===== config.mk =====
export PLATFORM = sky130hd
export DESIGN_NAME = priority_ready_queue
export DESIGN_NICKNAME = d
export VERILOG_FILES = /design/src/sv/prq_pkg.sv /design/src/sv/prq_cell.sv /design/src/sv/priority_ready_queue.sv
export SDC_FILE = /design/constraint.sdc
export NUM_CORES = 1
export LEC_CHECK = 0
export BUFFER_PORTS_ARGS = -buffer_cell sky130_fd_sc_hd__buf_2
export CAP_MARGIN = 5
export CORE_ASPECT_RATIO = 1.75
export CORE_UTILIZATION = 45
export CTS_CLUSTER_DIAMETER = 100
export DETAILED_ROUTE_END_ITERATION = 12
export REMOVE_ABC_BUFFERS = 1
export SYNTH_ARGS = -nofsm -noshare
export SYNTH_HDL_FRONTEND = slang
export SYNTH_HIERARCHICAL = 1
export SYNTH_SLANG_ARGS = --single-unit

===== constraint.sdc =====
create_clock -name clk -period 12.9 [get_ports clk]
set_input_delay 1.29 -clock clk [delete_from_list [all_inputs] [get_ports clk]]
set_output_delay 1.29 -clock clk [all_outputs]
set_load 0.02 [all_outputs]

===== src/sv/prq_pkg.sv =====
// Package for the priority ready queue.
// Holds sizes, command and status codes, and the cell interface types.
// No dependencies.
`timescale 1ns / 1ps
`default_nettype none
package prq_pkg;

	localparam int QUEUE_DEPTH = 16;
	localparam int ID_BITS     = 8;
	localparam int PRIO_BITS   = 8;
	localparam int CNT_BITS    = $clog2(QUEUE_DEPTH + 1);

	localparam logic [2:0] CMD_PUSH   = 3'd0;
	localparam logic [2:0] CMD_INSERT = 3'd1;
	localparam logic [2:0] CMD_POP    = 3'd2;
	localparam logic [2:0] CMD_PEEK   = 3'd3;
	localparam logic [2:0] CMD_REMOVE = 3'd4;

	localparam logic [1:0] ST_OK       = 2'd0;
	localparam logic [1:0] ST_EMPTY    = 2'd1;
	localparam logic [1:0] ST_NOTFOUND = 2'd2;
	localparam logic [1:0] ST_FULL     = 2'd3;

	// one queue entry as it moves between neighbor cells
	typedef struct packed {
		logic                 valid;
		logic [ID_BITS-1:0]   id;
		logic [PRIO_BITS-1:0] prio;
	} entry_t;

	// command broadcast to every cell; the do_* flags are already qualified
	typedef struct packed {
		logic                 do_push;
		logic                 do_insert;
		logic                 do_pop;
		logic                 do_remove;
		logic [ID_BITS-1:0]   id;
		logic [PRIO_BITS-1:0] prio;
	} bcast_t;

endpackage
`default_nettype wire


===== src/sv/prq_cell.sv =====
// One slot of the priority ready queue cell chain.
// Holds one entry; takes data from its left or right neighbor or the new item.
// Depends on prq_pkg.
`timescale 1ns / 1ps
`default_nettype none
module prq_cell
	import prq_pkg::*;
(
	input  wire logic   clk,
	input  wire logic   arst_n,
	input  wire bcast_t bcast,
	input  wire entry_t left,
	input  wire entry_t right,
	input  wire logic   hit_in,
	output entry_t      entry,
	output logic        hit_out
);

	logic                 valid_q;
	logic [ID_BITS-1:0]   id_q;
	logic [PRIO_BITS-1:0] prio_q;
	logic                 match;
	logic                 load;
	entry_t               nxt;
	entry_t               new_e;

	assign entry = '{valid: valid_q, id: id_q, prio: prio_q};
	assign new_e = '{valid: 1'b1, id: bcast.id, prio: bcast.prio};

	// insert: first slot whose priority is >= new; remove: first id match
	always_comb begin
		match = 1'b0;
		if (bcast.do_insert) begin
			match = valid_q && (bcast.prio <= prio_q);
		end else if (bcast.do_remove) begin
			match = valid_q && (bcast.id == id_q);
		end
	end

	assign hit_out = hit_in | match;

	always_comb begin
		load = 1'b0;
		nxt  = entry;
		if (bcast.do_push) begin
			if (!valid_q && left.valid) begin
				load = 1'b1;
				nxt  = new_e;
			end
		end else if (bcast.do_insert) begin
			if (hit_in) begin
				load = 1'b1;
				nxt  = left;
			end else if (match || (!valid_q && left.valid)) begin
				load = 1'b1;
				nxt  = new_e;
			end
		end else if (bcast.do_pop) begin
			load = 1'b1;
			nxt  = right;
		end else if (bcast.do_remove) begin
			if (hit_out) begin
				load = 1'b1;
				nxt  = right;
			end
		end
	end

	always_ff @(posedge clk or negedge arst_n) begin
		if (!arst_n) begin
			valid_q <= 1'b0;
		end else if (load) begin
			valid_q <= nxt.valid;
		end
	end

	always_ff @(posedge clk) begin
		if (load) begin
			id_q   <= nxt.id;
			prio_q <= nxt.prio;
		end
	end

endmodule
`default_nettype wire


===== src/sv/priority_ready_queue.sv =====
// Top level of the priority ready queue: command decode, cell chain, result.
// Depends on prq_pkg and prq_cell.
//
// Usage:
//   A command is taken at a rising edge with start high and busy low. busy
//   stays low, so a new command may be issued every cycle: one item per cycle.
//   Commands: push tail, priority insert, pop head, peek head, remove id.
//   The result (value, status, count, is_empty) appears in the cycle after the
//   command is taken, marked by a one-cycle done strobe; the receiver cannot
//   stall it, so it must take the result in that cycle.
//   The cell chain has a single register stage: all slots compare against the
//   command at once, the first-hit flag ripples through the chain, and every
//   cell shifts or loads in the same edge.
//   Push to a full queue is dropped with status full; pop, peek or remove on
//   an empty queue give status empty; remove of an absent id gives not found.
//   Reset (arst_n low) empties the queue and clears done; slot contents are
//   left as they were and are never read before being written.
`timescale 1ns / 1ps
`default_nettype none
module priority_ready_queue
	import prq_pkg::*;
(
	input  wire logic                 clk,
	input  wire logic                 arst_n,
	input  wire logic                 start,
	output logic                      busy,
	input  wire logic [2:0]           command,
	input  wire logic [ID_BITS-1:0]   thread_id,
	input  wire logic [PRIO_BITS-1:0] priority_req,
	output logic                      done,
	output logic [7:0]                value,
	output logic [1:0]                status,
	output logic [4:0]                count,
	output logic                      is_empty
);

	entry_t                 cells [QUEUE_DEPTH];
	logic   [QUEUE_DEPTH:0] hit;
	logic   [QUEUE_DEPTH-1:0] valid_vec;
	bcast_t                 bcast;
	logic                   accept;
	logic                   full;
	logic                   empty;
	logic                   found;
	logic   [CNT_BITS-1:0]  count_q;
	logic                   done_q;
	logic   [ID_BITS-1:0]   value_q;
	logic   [1:0]           status_q;
	logic   [ID_BITS-1:0]   value_d;
	logic   [1:0]           status_d;
	logic   [CNT_BITS-1:0]  count_d;

	assign busy   = 1'b0;
	assign accept = start && !busy;
	assign empty  = !cells[0].valid;
	assign full   = cells[QUEUE_DEPTH-1].valid;
	assign found  = hit[QUEUE_DEPTH];
	assign hit[0] = 1'b0;

	always_comb begin
		bcast           = '0;
		bcast.id        = thread_id;
		bcast.prio      = priority_req;
		bcast.do_push   = accept && (command == CMD_PUSH) && !full;
		bcast.do_insert = accept && (command == CMD_INSERT) && !full;
		bcast.do_pop    = accept && (command == CMD_POP) && !empty;
		bcast.do_remove = accept && (command == CMD_REMOVE) && !empty;
	end

	genvar gi;
	generate
		for (gi = 0; gi < QUEUE_DEPTH; gi++) begin : g_cell
			entry_t left_e;
			entry_t right_e;
			if (gi == 0) begin : g_head
				assign left_e = '{valid: 1'b1, id: '0, prio: '0};
			end else begin : g_mid
				assign left_e = cells[gi-1];
			end
			if (gi == QUEUE_DEPTH - 1) begin : g_tail
				assign right_e = '{valid: 1'b0, id: '0, prio: '0};
			end else begin : g_nxt
				assign right_e = cells[gi+1];
			end
			prq_cell u_cell (
				.clk     (clk),
				.arst_n  (arst_n),
				.bcast   (bcast),
				.left    (left_e),
				.right   (right_e),
				.hit_in  (hit[gi]),
				.entry   (cells[gi]),
				.hit_out (hit[gi+1])
			);
			assign valid_vec[gi] = cells[gi].valid;
		end
	endgenerate

	always_comb begin
		value_d  = '0;
		status_d = ST_OK;
		count_d  = count_q;
		case (command)
			CMD_PUSH, CMD_INSERT: begin
				if (full) begin
					status_d = ST_FULL;
				end else begin
					count_d = count_q + 1'b1;
				end
			end
			CMD_POP: begin
				if (empty) begin
					status_d = ST_EMPTY;
				end else begin
					value_d = cells[0].id;
					count_d = count_q - 1'b1;
				end
			end
			CMD_PEEK: begin
				if (empty) begin
					status_d = ST_EMPTY;
				end else begin
					value_d = cells[0].id;
				end
			end
			CMD_REMOVE: begin
				if (empty) begin
					status_d = ST_EMPTY;
				end else if (!found) begin
					status_d = ST_NOTFOUND;
				end else begin
					count_d = count_q - 1'b1;
				end
			end
			default: begin
				status_d = ST_OK;
			end
		endcase
	end

	always_ff @(posedge clk or negedge arst_n) begin
		if (!arst_n) begin
			done_q  <= 1'b0;
			count_q <= '0;
		end else begin
			done_q <= accept;
			if (accept) begin
				count_q <= count_d;
			end
		end
	end

	always_ff @(posedge clk) begin
		if (accept) begin
			value_q  <= value_d;
			status_q <= status_d;
		end
	end

	assign done     = done_q;
	assign value    = 8'(value_q);
	assign status   = status_q;
	assign count    = 5'(count_q);
	assign is_empty = (count_q == '0);

	a_count_matches_cells: assert property (@(posedge clk) disable iff (!arst_n)
		$countones(valid_vec) == count_q)
		else $error("entry count disagrees with occupied cells");

	a_cells_packed: assert property (@(posedge clk) disable iff (!arst_n)
		((valid_vec + 1'b1) & valid_vec) == '0)
		else $error("occupied cells are not packed at the head");

	a_done_after_accept: assert property (@(posedge clk) disable iff (!arst_n)
		accept |=> done)
		else $error("no result after a taken command");

	a_full_status: assert property (@(posedge clk) disable iff (!arst_n)
		(done && status == ST_FULL) |-> (count_q == CNT_BITS'(QUEUE_DEPTH)))
		else $error("full status reported on a queue that is not full");

	a_pop_shrinks: assert property (@(posedge clk) disable iff (!arst_n)
		bcast.do_pop |=> (count_q == $past(count_q) - 1'b1))
		else $error("pop did not shrink the queue");

endmodule
`default_nettype wire

==> results of run 1 <==
[path summary, 6_finish.rpt]
check / endpoint / cells past startpoint / slack [ns]
worst min register to register: count[4]$_DFFE_PN0P_ / 1 / 0.50
worst max-delay path: g_cell[15].u_cell/valid_q$_DFFE_PN0P_ / 42 / 5.18
worst max register to register: g_cell[15].u_cell/valid_q$_DFFE_PN0P_ / 41 / 5.79
worst min-delay path: count[4]$_DFFE_PN0P_ / 1 / 0.50
max in group asynchronous: g_cell[11].u_cell/valid_q$_DFFE_PN0P_ / 1 / 11.69
min in group asynchronous: g_cell[12].u_cell/valid_q$_DFFE_PN0P_ / 1 / 0.75
[critical path, delay by kind of cell]
| family | cells | cell delay (ns) |
|---|---|---|
| AND/OR/NAND/NOR | 20 | 2.96 |
| buffers and inverters | 17 | 2.61 |
| AO/OA/AOI/OAI | 5 | 1.20 |
[layout by cell type, fill, tap and decap left out, drive strengths merged, types with 2 or more instances in the layout]
master   netlist  final
mux2           2      2
edfxtp       266    266
nor4          17     17
o21ai         48     48
and2          24     24
a21oi        101    101
nor2b         32     32
ha           131    131
clkinv         0     15
a311o         16     16
buf           49     85
o2bb2ai       16     16
nand3         33     33
xnor2         21     21
o21a          16     16
conb           2     41
a21o           2      2
o211ai        32     32
nor2          55     55
o32a          16     16
dfrtp         22     22
nand2b        19     19
a211oi        16     16
inv          145    145
a22o          16     16
nor3          34     34
and4b         16     16
nand2         98     98
nand4         32     32
clkbuf        66     39
o22a         512    512
xor2         113    113
[synthesized netlist by cell type, drive strengths merged (17+ instances only)]
cell type | number | share of area
and2 | 24 | 0.0091
edfxtp | 266 | 0.38
nand2b | 19 | 0.0058
nand2 | 98 | 0.018
o21ai | 48 | 0.011
nor2 | 55 | 0.0099
inv | 145 | 0.026
nor2b | 32 | 0.0096
ha | 131 | 0.078
nand4 | 32 | 0.0096
clkbuf | 66 | 0.013
nor3 | 34 | 0.0081
dfrtp | 22 | 0.026
xnor2 | 21 | 0.0088
buf | 49 | 0.014
o22a | 512 | 0.22
nand3 | 33 | 0.0079
xor2 | 113 | 0.047
a21oi | 101 | 0.024
o211ai | 32 | 0.011
nor4 | 17 | 0.0099
[where the power goes]
group          switching (mW)  leakage (nW)  internal, mW
combinational           0.198          5.05         0.150
clock                   0.384         0.445         0.461
sequential             0.0373          2.64          1.06
total                   0.619          8.13          1.67
[through the flow]
step / setup WS, ns / instance area, um^2 / hold WS (ns) / power, mW
3_5_place_dp: 4.61 / 21900 / 0.503 / 1.47
3_3_place_gp: 4.80 / 21900 / 0.491 / 1.45
6_report: 5.18 / 22800 / 0.502 / 2.29
2_1_floorplan: -25.94 / 20500 / 0.572 / 1.35
5_1_grt: 4.45 / 22800 / 0.529 / 2.38
4_1_cts: 5.23 / 22800 / 0.511 / 2.31
[sequential cells by signal, indices dropped and copies added, names as in the netlist]
signal,flops
status,2
g_cell.u_cell/prio_q,128
done,1
g_cell.u_cell/valid_q,16
g_cell.u_cell/id_q,128
value,8
count,5
[logic make-up (layout without fill, tap and decap cells)]
logic type	Yosys count	count (layout)
muxes	2	2
adders and majority gates	132	132
buffers and inverters	260	286
xor gates and xnor gates	134	134
DFF	288	288
AOI/OAI and AO/OA	794	794
and+or+nand+nor	364	364
other	2	41
[layer usage]
metal	GRT usage	up-vias
li1	-	7847
met1	0.262	8400
met2	0.518	349
met3	0.0208	160
met4	0.134	0
met5	0	-
[cell type report]
cell class | count | area, um^2 | area share
Tap cell | 583 | 729 | 0.0320
Inverter | 145 | 544 | 0.0239
Clock inverter | 17 | 98.8 | 0.00434
Multi-Input combinational cell | 1467 | 11500 | 0.505
Sequential cell | 288 | 8540 | 0.375
Timing Repair Buffer | 85 | 556 | 0.0244
Clock buffer | 39 | 816 | 0.0358
==> metrics.md, run 1 <==
| Metric | Value |
|---|---|
| Iteration count of the initial detailed-routing pass | 6 |
| Sum Neg Setup Slack | 0 ns |
| Maximum vdd ir drop | 110 uV |
| Clk buf depth | 3 |
| CTS Buf Count | 30 |
| Drt first-iter violations | between 1000 and 1500 |
| Standard-cell row count | about 100 |
| XOR/XNOR share of the synthesized area | 0.0561 |
| Final setup violation count | 0 |
| Fin Clk Skew | approximately 0.0095 ns |
| Maximum number of pins on one net before global-route repair | 191 |
| Vert. Die Dim | 287 um |
| Via/cell ratio | 6.39 |
| Utilization after layout | 0.496 |
| Initial standard-cell utilization of the core | 0.455 |
| Crit path max fanout | 190 |
| Final Hold Violating Endpoints | 0 |
| Yosys warns | 6 |
| Number of placed instances with taps included | around 2600 |
| Cell area power density | 101 nW/um^2 |
| Type of destination of the critical path | flop |
| Reg2Reg Launch Point | g_cell[15].u_cell/valid_q$_DFFE_PN0P_ |
| Slew at the pin closest to its max-slew limit | between 1 and 1.5 ns |
| Detail Route Antenna Nets | 0 |
| Antenna violations before repair | 0 |
| Number of antenna diodes | 0 |
| Share of final-layout standard cells stronger than drive strength 1 | 0.0951 |
| Data arrival at the endpoint of the critical path | 8.20 ns |
| H-tree depth | 1 |
| WL met2 | 35200 um |
| Worst relative slew slack | 0.290 |
| Vias | 16756 |
| Share of the synthesized area in compound gates (AO/OA/AOI/OAI) | 0.305 |
| Number of enable-type register cells in the synthesized netlist | 266 |
| I/O Buffers | 38 |
| Aggregate global routing overflow | 0 |
| Root buf cell | sky130_fd_sc_hd__clkbuf_16 |
| Detailed-routing wirelength on met1 | 22700 um |
| Final weighted congestion in routability-driven placement | 0.840 |
| Start point of the critical path | start |
| Number of global-route vias before repair | 17194 |
| Hold buffer count at cts | 0 |
| Leakage power summed over all cells | roughly 8 nW |
| Cell area after technology mapping | 20900 um^2 |
| Drt total wl | 62400 um |
| Aggregate global-route resource usage | 0.261 |
| Dominant combinational cell family by area after synthesis | compound AO/OA/AOI/OAI gates |
| Critical path required time | 13.37 ns |
| Worst hold path startpoint | count[4]$_DFFE_PN0P_ |
| Number of standard cells in the final layout excluding fillers | 2624 |
| Nature of the critical path startpoint | input pin |
| Uppermost layer routed | met4 |
| DP HPWL | 44600 um |
| Worst hold-check path type | flop to flop |
| RSZ-0062 raised after global routing | no |
| Wire length of the first global-routing pass | 95900 um |
| Horizontal die dimension | between 150 and 200 um |
| Final worst path period share | 0.598 |
| Syn Inst Count | around 2000 |
| Sequential fraction of the synthesis area | 0.408 |
| Sinks on Clock Net | 288 |
| Adder and majority cell fraction of the synthesized area | 0.0793 |
| Number of buffers added for setup after CTS | 0 |
| Ys async rst share | 0.0764 |
| Upper clock frequency limit | approximately 130 MHz |
| DR WL met3 | around 1500 um |
| Outcome | finished clean |
| Library cell contributing the largest single delay on the critical path | sky130_fd_sc_hd__buf_12 |
| Share of synthesized area spent on multiplexers | 0.00144 |
| CTS tree | built |
| Distinct cell type count after synthesis | 46 |
| Remaining routing DRC violations | 0 |
| Worst setup path category | input pin to flop |
| Highest cell delay on the worst timing path | 0.62 ns |
| Post-detailed-route wirelength per cell | between 20 and 25 um |
| Top-Level Pins | 40 |
| Post-synthesis register bit count | 288 |
| Die area | roughly 47000 um^2 |
| Resize count post-CTS | 0 |
| Layout overhead on the synthesized area | 8.90% |
| Post-synthesis share of cell area spent on and, or, nand and nor gates | 0.0966 |
| Clock latency at the later pin of the worst-skew pair | 0.59 ns |
| Number of max-cap violations | 0 |
| Reg clk slew, reported paths | approximately 0.060 ns |
| Fill cell total of the finished layout | 4287 |
| Final Net Count | 2171 |
| Avg Synthesized Cell Area | about 11 um^2 |
| Fin. max-slew vios | 0 |
| Floorplan Core Area | 45900 um^2 |
| Cell mode on critical path | sky130_fd_sc_hd__nand3_1 |
| Fin crit period | 7.72 ns |
| Most used flip-flop cell after synthesis | sky130_fd_sc_hd__edfxtp_1 |
Note: power is estimated with default switching activity, not from simulation.
==> run 2: changes to the inputs <==
--- a/config.mk
+++ b/config.mk
@@ -5,6 +5,7 @@
 export SDC_FILE = /design/constraint.sdc
 export NUM_CORES = 1
 export LEC_CHECK = 0
+export ABC_AREA = 1
 export BUFFER_PORTS_ARGS = -buffer_cell sky130_fd_sc_hd__buf_2
 export CAP_MARGIN = 5
 export CORE_ASPECT_RATIO = 1.75
==> constraint.sdc (replaced) <==
create_clock -name clk -period 7.2 [get_ports clk]
set_input_delay 0.72 -clock clk [delete_from_list [all_inputs] [get_ports clk]]
set_output_delay 0.72 -clock clk [all_outputs]
set_load 0.02 [all_outputs]
==> run 2 against run 1 <==
Effect of this change:
- combinational power increased to 3.7 times the previous value
- largest cell class unchanged
- non-clock buffer count increased by 15
- highest routed layer is now met5
- final area increased by 9.7%
- wire length increased by 33%
==> metrics.md, run 2 <==
| Metric | Value |
|---|---|
| Data arrival at the endpoint of the critical path | 6.82 ns (-1.38 ns) |
| Top area cells in the synthesized netlist | sky130_fd_sc_hd__edfxtp_1, sky130_fd_sc_hd__nand2_1, sky130_fd_sc_hd__o21ai_0 |
| Initial standard-cell utilization of the core | 0.456 (about the same) |
| Cell area power density | 206 nW/um^2 (+110%) |
| Number of enable-type register cells in the synthesized netlist | 266 (unchanged) |
| Cell internal power dissipation | 3.38 mW (+100%) |
| Placed standard-cell area | 24000 um^2 (+9.7%) |
| Horizontal die dimension | 173 um (+4.9%) |
| Top-Level Pins | 40 (unchanged) |
| Critical path required time | 7.62 ns (-5.75 ns) |
| Sum Neg Setup Slack | 0 ns (unchanged) |
| Largest registers | g_cell.u_cell/id_q x128, g_cell.u_cell/prio_q x128, g_cell.u_cell/valid_q x16 |
| Iteration count of the initial detailed-routing pass | 6 (unchanged) |
| Highest cell delay on the worst timing path | 0.53 ns (-0.09 ns) |
| Share of synthesized area spent on multiplexers | 0 (-0.00144) |
| Worst hold-check path type | input pin to async pin |
| Worst relative slew slack | 0.310 (+0.0198) |
| CTS Buf Count | 30 (unchanged) |
| Cell mode on critical path | sky130_fd_sc_hd__nor2_1 |
| FF-to-FF path depth | 38 (-7.3%) |
| Clock power share | 0.317 (-0.052) |
| Commonest non-fill, non-tap cell in the layout | sky130_fd_sc_hd__nand2_1 |
| Number of max-cap violations | 0 (unchanged) |
| XOR/XNOR share of the synthesized area | 0.0129 (-0.0432) |
| DP HPWL | 60700 um (+36%) |
| Remaining routing DRC violations | 0 (unchanged) |
| H-tree depth | 1 (unchanged) |
| Post-synthesis register bit count | 288 (unchanged) |
| Number of global-route vias before repair | 22203 (+29%) |
| Slew at the pin closest to its max-slew limit | 1.03 ns (-0.0321 ns) |
| Distinct cell type count after synthesis | 35 (-24%) |
| Vert. Die Dim | 301 um (+5.0%) |
| Post-synthesis share of cell area spent on and, or, nand and nor gates | 0.219 (+0.123) |
| Drt first-iter violations | 2405 (+110%) |
| Syn Inst Count | 3135 (+59%) |
| Post-Layout Inst Area | 25000 um^2 (+9.7%) |
| Total Power Consumption | 5.16 mW (+130%) |
| I/O Buffers | 38 (unchanged) |
| Post-detailed-route wirelength per cell | 21.4 um (-9.9%) |
| Fill cell total of the finished layout | 4939 (+15%) |
| Leakage power summed over all cells | 11.9 nW (+46%) |
| Nature of the critical path startpoint | flop |
| Share of final-layout standard cells stronger than drive strength 1 | 0.0814 (-0.0137) |
| Yosys warns | 6 (unchanged) |
| Combinational share of power | 0.249 (+0.097) |
| Floorplan Core Area | 50600 um^2 (+10%) |
| Adder and majority cell fraction of the synthesized area | 0.0720 (-0.00738) |
| Library cell occupying the most area in the post-synthesis netlist | sky130_fd_sc_hd__edfxtp_1 |
| Final setup violation count | 0 (unchanged) |
| Final weighted congestion in routability-driven placement | 0.960 (+14%) |
| Layout overhead on the synthesized area | 8.39% |
| Wire length of the first global-routing pass | 126000 um (+32%) |
| Reg clk slew, reported paths | 0.06 ns (about the same) |
| Maximum number of pins on one net before global-route repair | 52 (-73%) |
| Most repeated cell in the gate-level netlist after synthesis | sky130_fd_sc_hd__nand2_1 |
| Register share of total power | 0.434 (-0.046) |
| Avg Synthesized Cell Area | 7.35 um^2 (-31%) |
| Crit path max fanout | 18 (-91%) |
| Library cell contributing the largest single delay on the critical path | sky130_fd_sc_hd__nor3_2 |
| Type of destination of the critical path | flop |
| Number of buffers added for setup after CTS | 0 (unchanged) |
| Switching component of the power | 1.78 mW (+190%) |
| Ys async rst share | 0.0764 (unchanged) |
| Resize count post-CTS | 0 (unchanged) |
| Antenna violations before repair | 5 (+5) |
| Outcome | finished clean |
| Dominant combinational cell family by area after synthesis | simple AND/OR/NAND/NOR gates |
| Die area | 52200 um^2 (+10%) |
| Sequential fraction of the synthesis area | 0.370 (-0.0380) |
| Final Net Count | 3326 (+53%) |
| Sinks on Clock Net | 288 (unchanged) |
| Minimum setup slack in the final design | 0.806 ns (-4.37 ns) |
| Maximum vdd ir drop | 206 uV (+86%) |
| Most used flip-flop cell after synthesis | sky130_fd_sc_hd__edfxtp_1 |
| Root buf cell | sky130_fd_sc_hd__clkbuf_16 |
| Cell area after technology mapping | 23100 um^2 (+10%) |
| Share of the synthesized area in compound gates (AO/OA/AOI/OAI) | 0.215 (-0.0900) |
| Aggregate global-route resource usage | 0.314 (+0.0527) |
| Delay-heaviest family, CP | simple AND/OR/NAND/NOR gates |
| CTS tree | built |
| Combined buffer and inverter count along the critical path | 2 (-15) |
| Leading cell types in the layout, fill and taps excluded | sky130_fd_sc_hd__nand2_1, sky130_fd_sc_hd__o21ai_0, sky130_fd_sc_hd__inv_1, sky130_fd_sc_hd__nor2_1, sky130_fd_sc_hd__edfxtp_1 |
| Sw Ratio | 0.345 (+0.0750) |
| Final Hold Violating Endpoints | 0 (unchanged) |
| Upper clock frequency limit | 156 MHz |
| Hold buffer count at cts | 0 (unchanged) |
| Clock latency at the later pin of the worst-skew pair | 0.59 ns (about the same) |
| Detail Route Antenna Nets | 0 (unchanged) |
| Fin crit period | 6.39 ns |
| Number of logic stages on the critical path including buffering | 38 (-9.5%) |
| Via/cell ratio | 5.81 (-9.0%) |
| Worst hold slack across all endpoints | 0.230 ns (-0.272 ns) |
| Most common library cells after synthesis | sky130_fd_sc_hd__nand2_1, sky130_fd_sc_hd__o21ai_0, sky130_fd_sc_hd__inv_1 |
| Setup WS pre-CTS | 0.500 ns (-4.11 ns) |
| Final worst path period share | 0.888 |
| Fin. max-slew vios | 0 (unchanged) |
| Worst setup path category | flop to flop |
| Clk buf depth | 3 (unchanged) |
| RSZ-0062 raised after global routing | no |
| Vias | 22448 (+34%) |
| Standard-cell row count | 109 (+4.8%) |
| Drt total wl | 82800 um (+33%) |
| Fraction of synthesized cell area taken by the top area cell type | 0.346 (-0.0355) |
| Fin Clk Skew | 0.0136 ns (+0.00408 ns) |
| Aggregate global routing overflow | 0 (unchanged) |
-- run 2: changes by cell type in the layout (fill, tap and decap cells not counted), moves of 71 or more --
cell                      delta
sky130_fd_sc_hd__nand2_1   +521
sky130_fd_sc_hd__o22a_1    -496
sky130_fd_sc_hd__o21ai_0   +403
sky130_fd_sc_hd__nor2_1    +353
sky130_fd_sc_hd__inv_1     +305
sky130_fd_sc_hd__a22oi_1   +240
sky130_fd_sc_hd__xor2_1    -111
sky130_fd_sc_hd__nand3_1    +71
-- run 2: path summary, 6_finish.rpt --
path,from,to,slack (ns)
worst max register to register,g_cell[15].u_cell/valid_q$_DFFE_PN0P_,g_cell[15].u_cell/id_q[5]$_DFFE_PP_,0.81
min in group clk,start,done$_DFF_PN0_,0.52
worst min-delay path,arst_n,done$_DFF_PN0_,0.23
worst max-delay path,g_cell[15].u_cell/valid_q$_DFFE_PN0P_,g_cell[15].u_cell/id_q[5]$_DFFE_PP_,0.81
worst min register to register,count[2]$_DFFE_PN0P_,count[2]$_DFFE_PN0P_,0.55
max in group asynchronous,arst_n,g_cell[8].u_cell/valid_q$_DFFE_PN0P_,6.44
-- run 2: logic make-up after synthesis --
logic type / Yosys count
AOI/OAI and AO/OA: 839
xor gates and xnor gates: 34
adders and majority gates: 132
buffers and inverters: 615
DFF: 288
other: 2
and+or+nand+nor: 1225
-- run 2: final cells by class --
class                           count  area [um^2]  area share
Clock buffer                       46          902      0.0361
Timing Repair Buffer              100          656      0.0262
Inverter                          486         1820      0.0730
Sequential cell                   288         8540       0.342
Multi-Input combinational cell   2266        12100       0.486
Tap cell                          666          833      0.0333
Antenna cell                        2         5.00    0.000200
Clock inverter                     10         97.6     0.00390
-- run 2: per-stage QoR --
step | util | instances
after floorplan | - | 3040
after global placement | 0.474 | 3806
after detailed placement | 0.474 | 3806
after CTS | 0.494 | 3862
after global routing | 0.494 | 3862
final | 0.494 | 3864
-- run 2: power by group through the flow --
stage	Combinational (mW)	Sequential, mW	Clock (mW)
2_1_floorplan	0.864	2.19	0
3_3_place_gp	1.22	2.27	0
3_5_place_dp	1.26	2.27	0
4_1_cts	1.26	2.24	1.65
5_1_grt	1.44	2.25	1.70
6_report	1.28	2.24	1.63
-- run 2: metal layers --
layer / vias to the layer above / wire length, um / global-route usage
met5: - / 41 / 0
met4: 6 / 6780 / 0.236
met3: 336 / 5080 / 0.0398
met2: 1043 / 42500 / 0.585
met1: 10518 / 28500 / 0.318
li1: 10545 / - / -
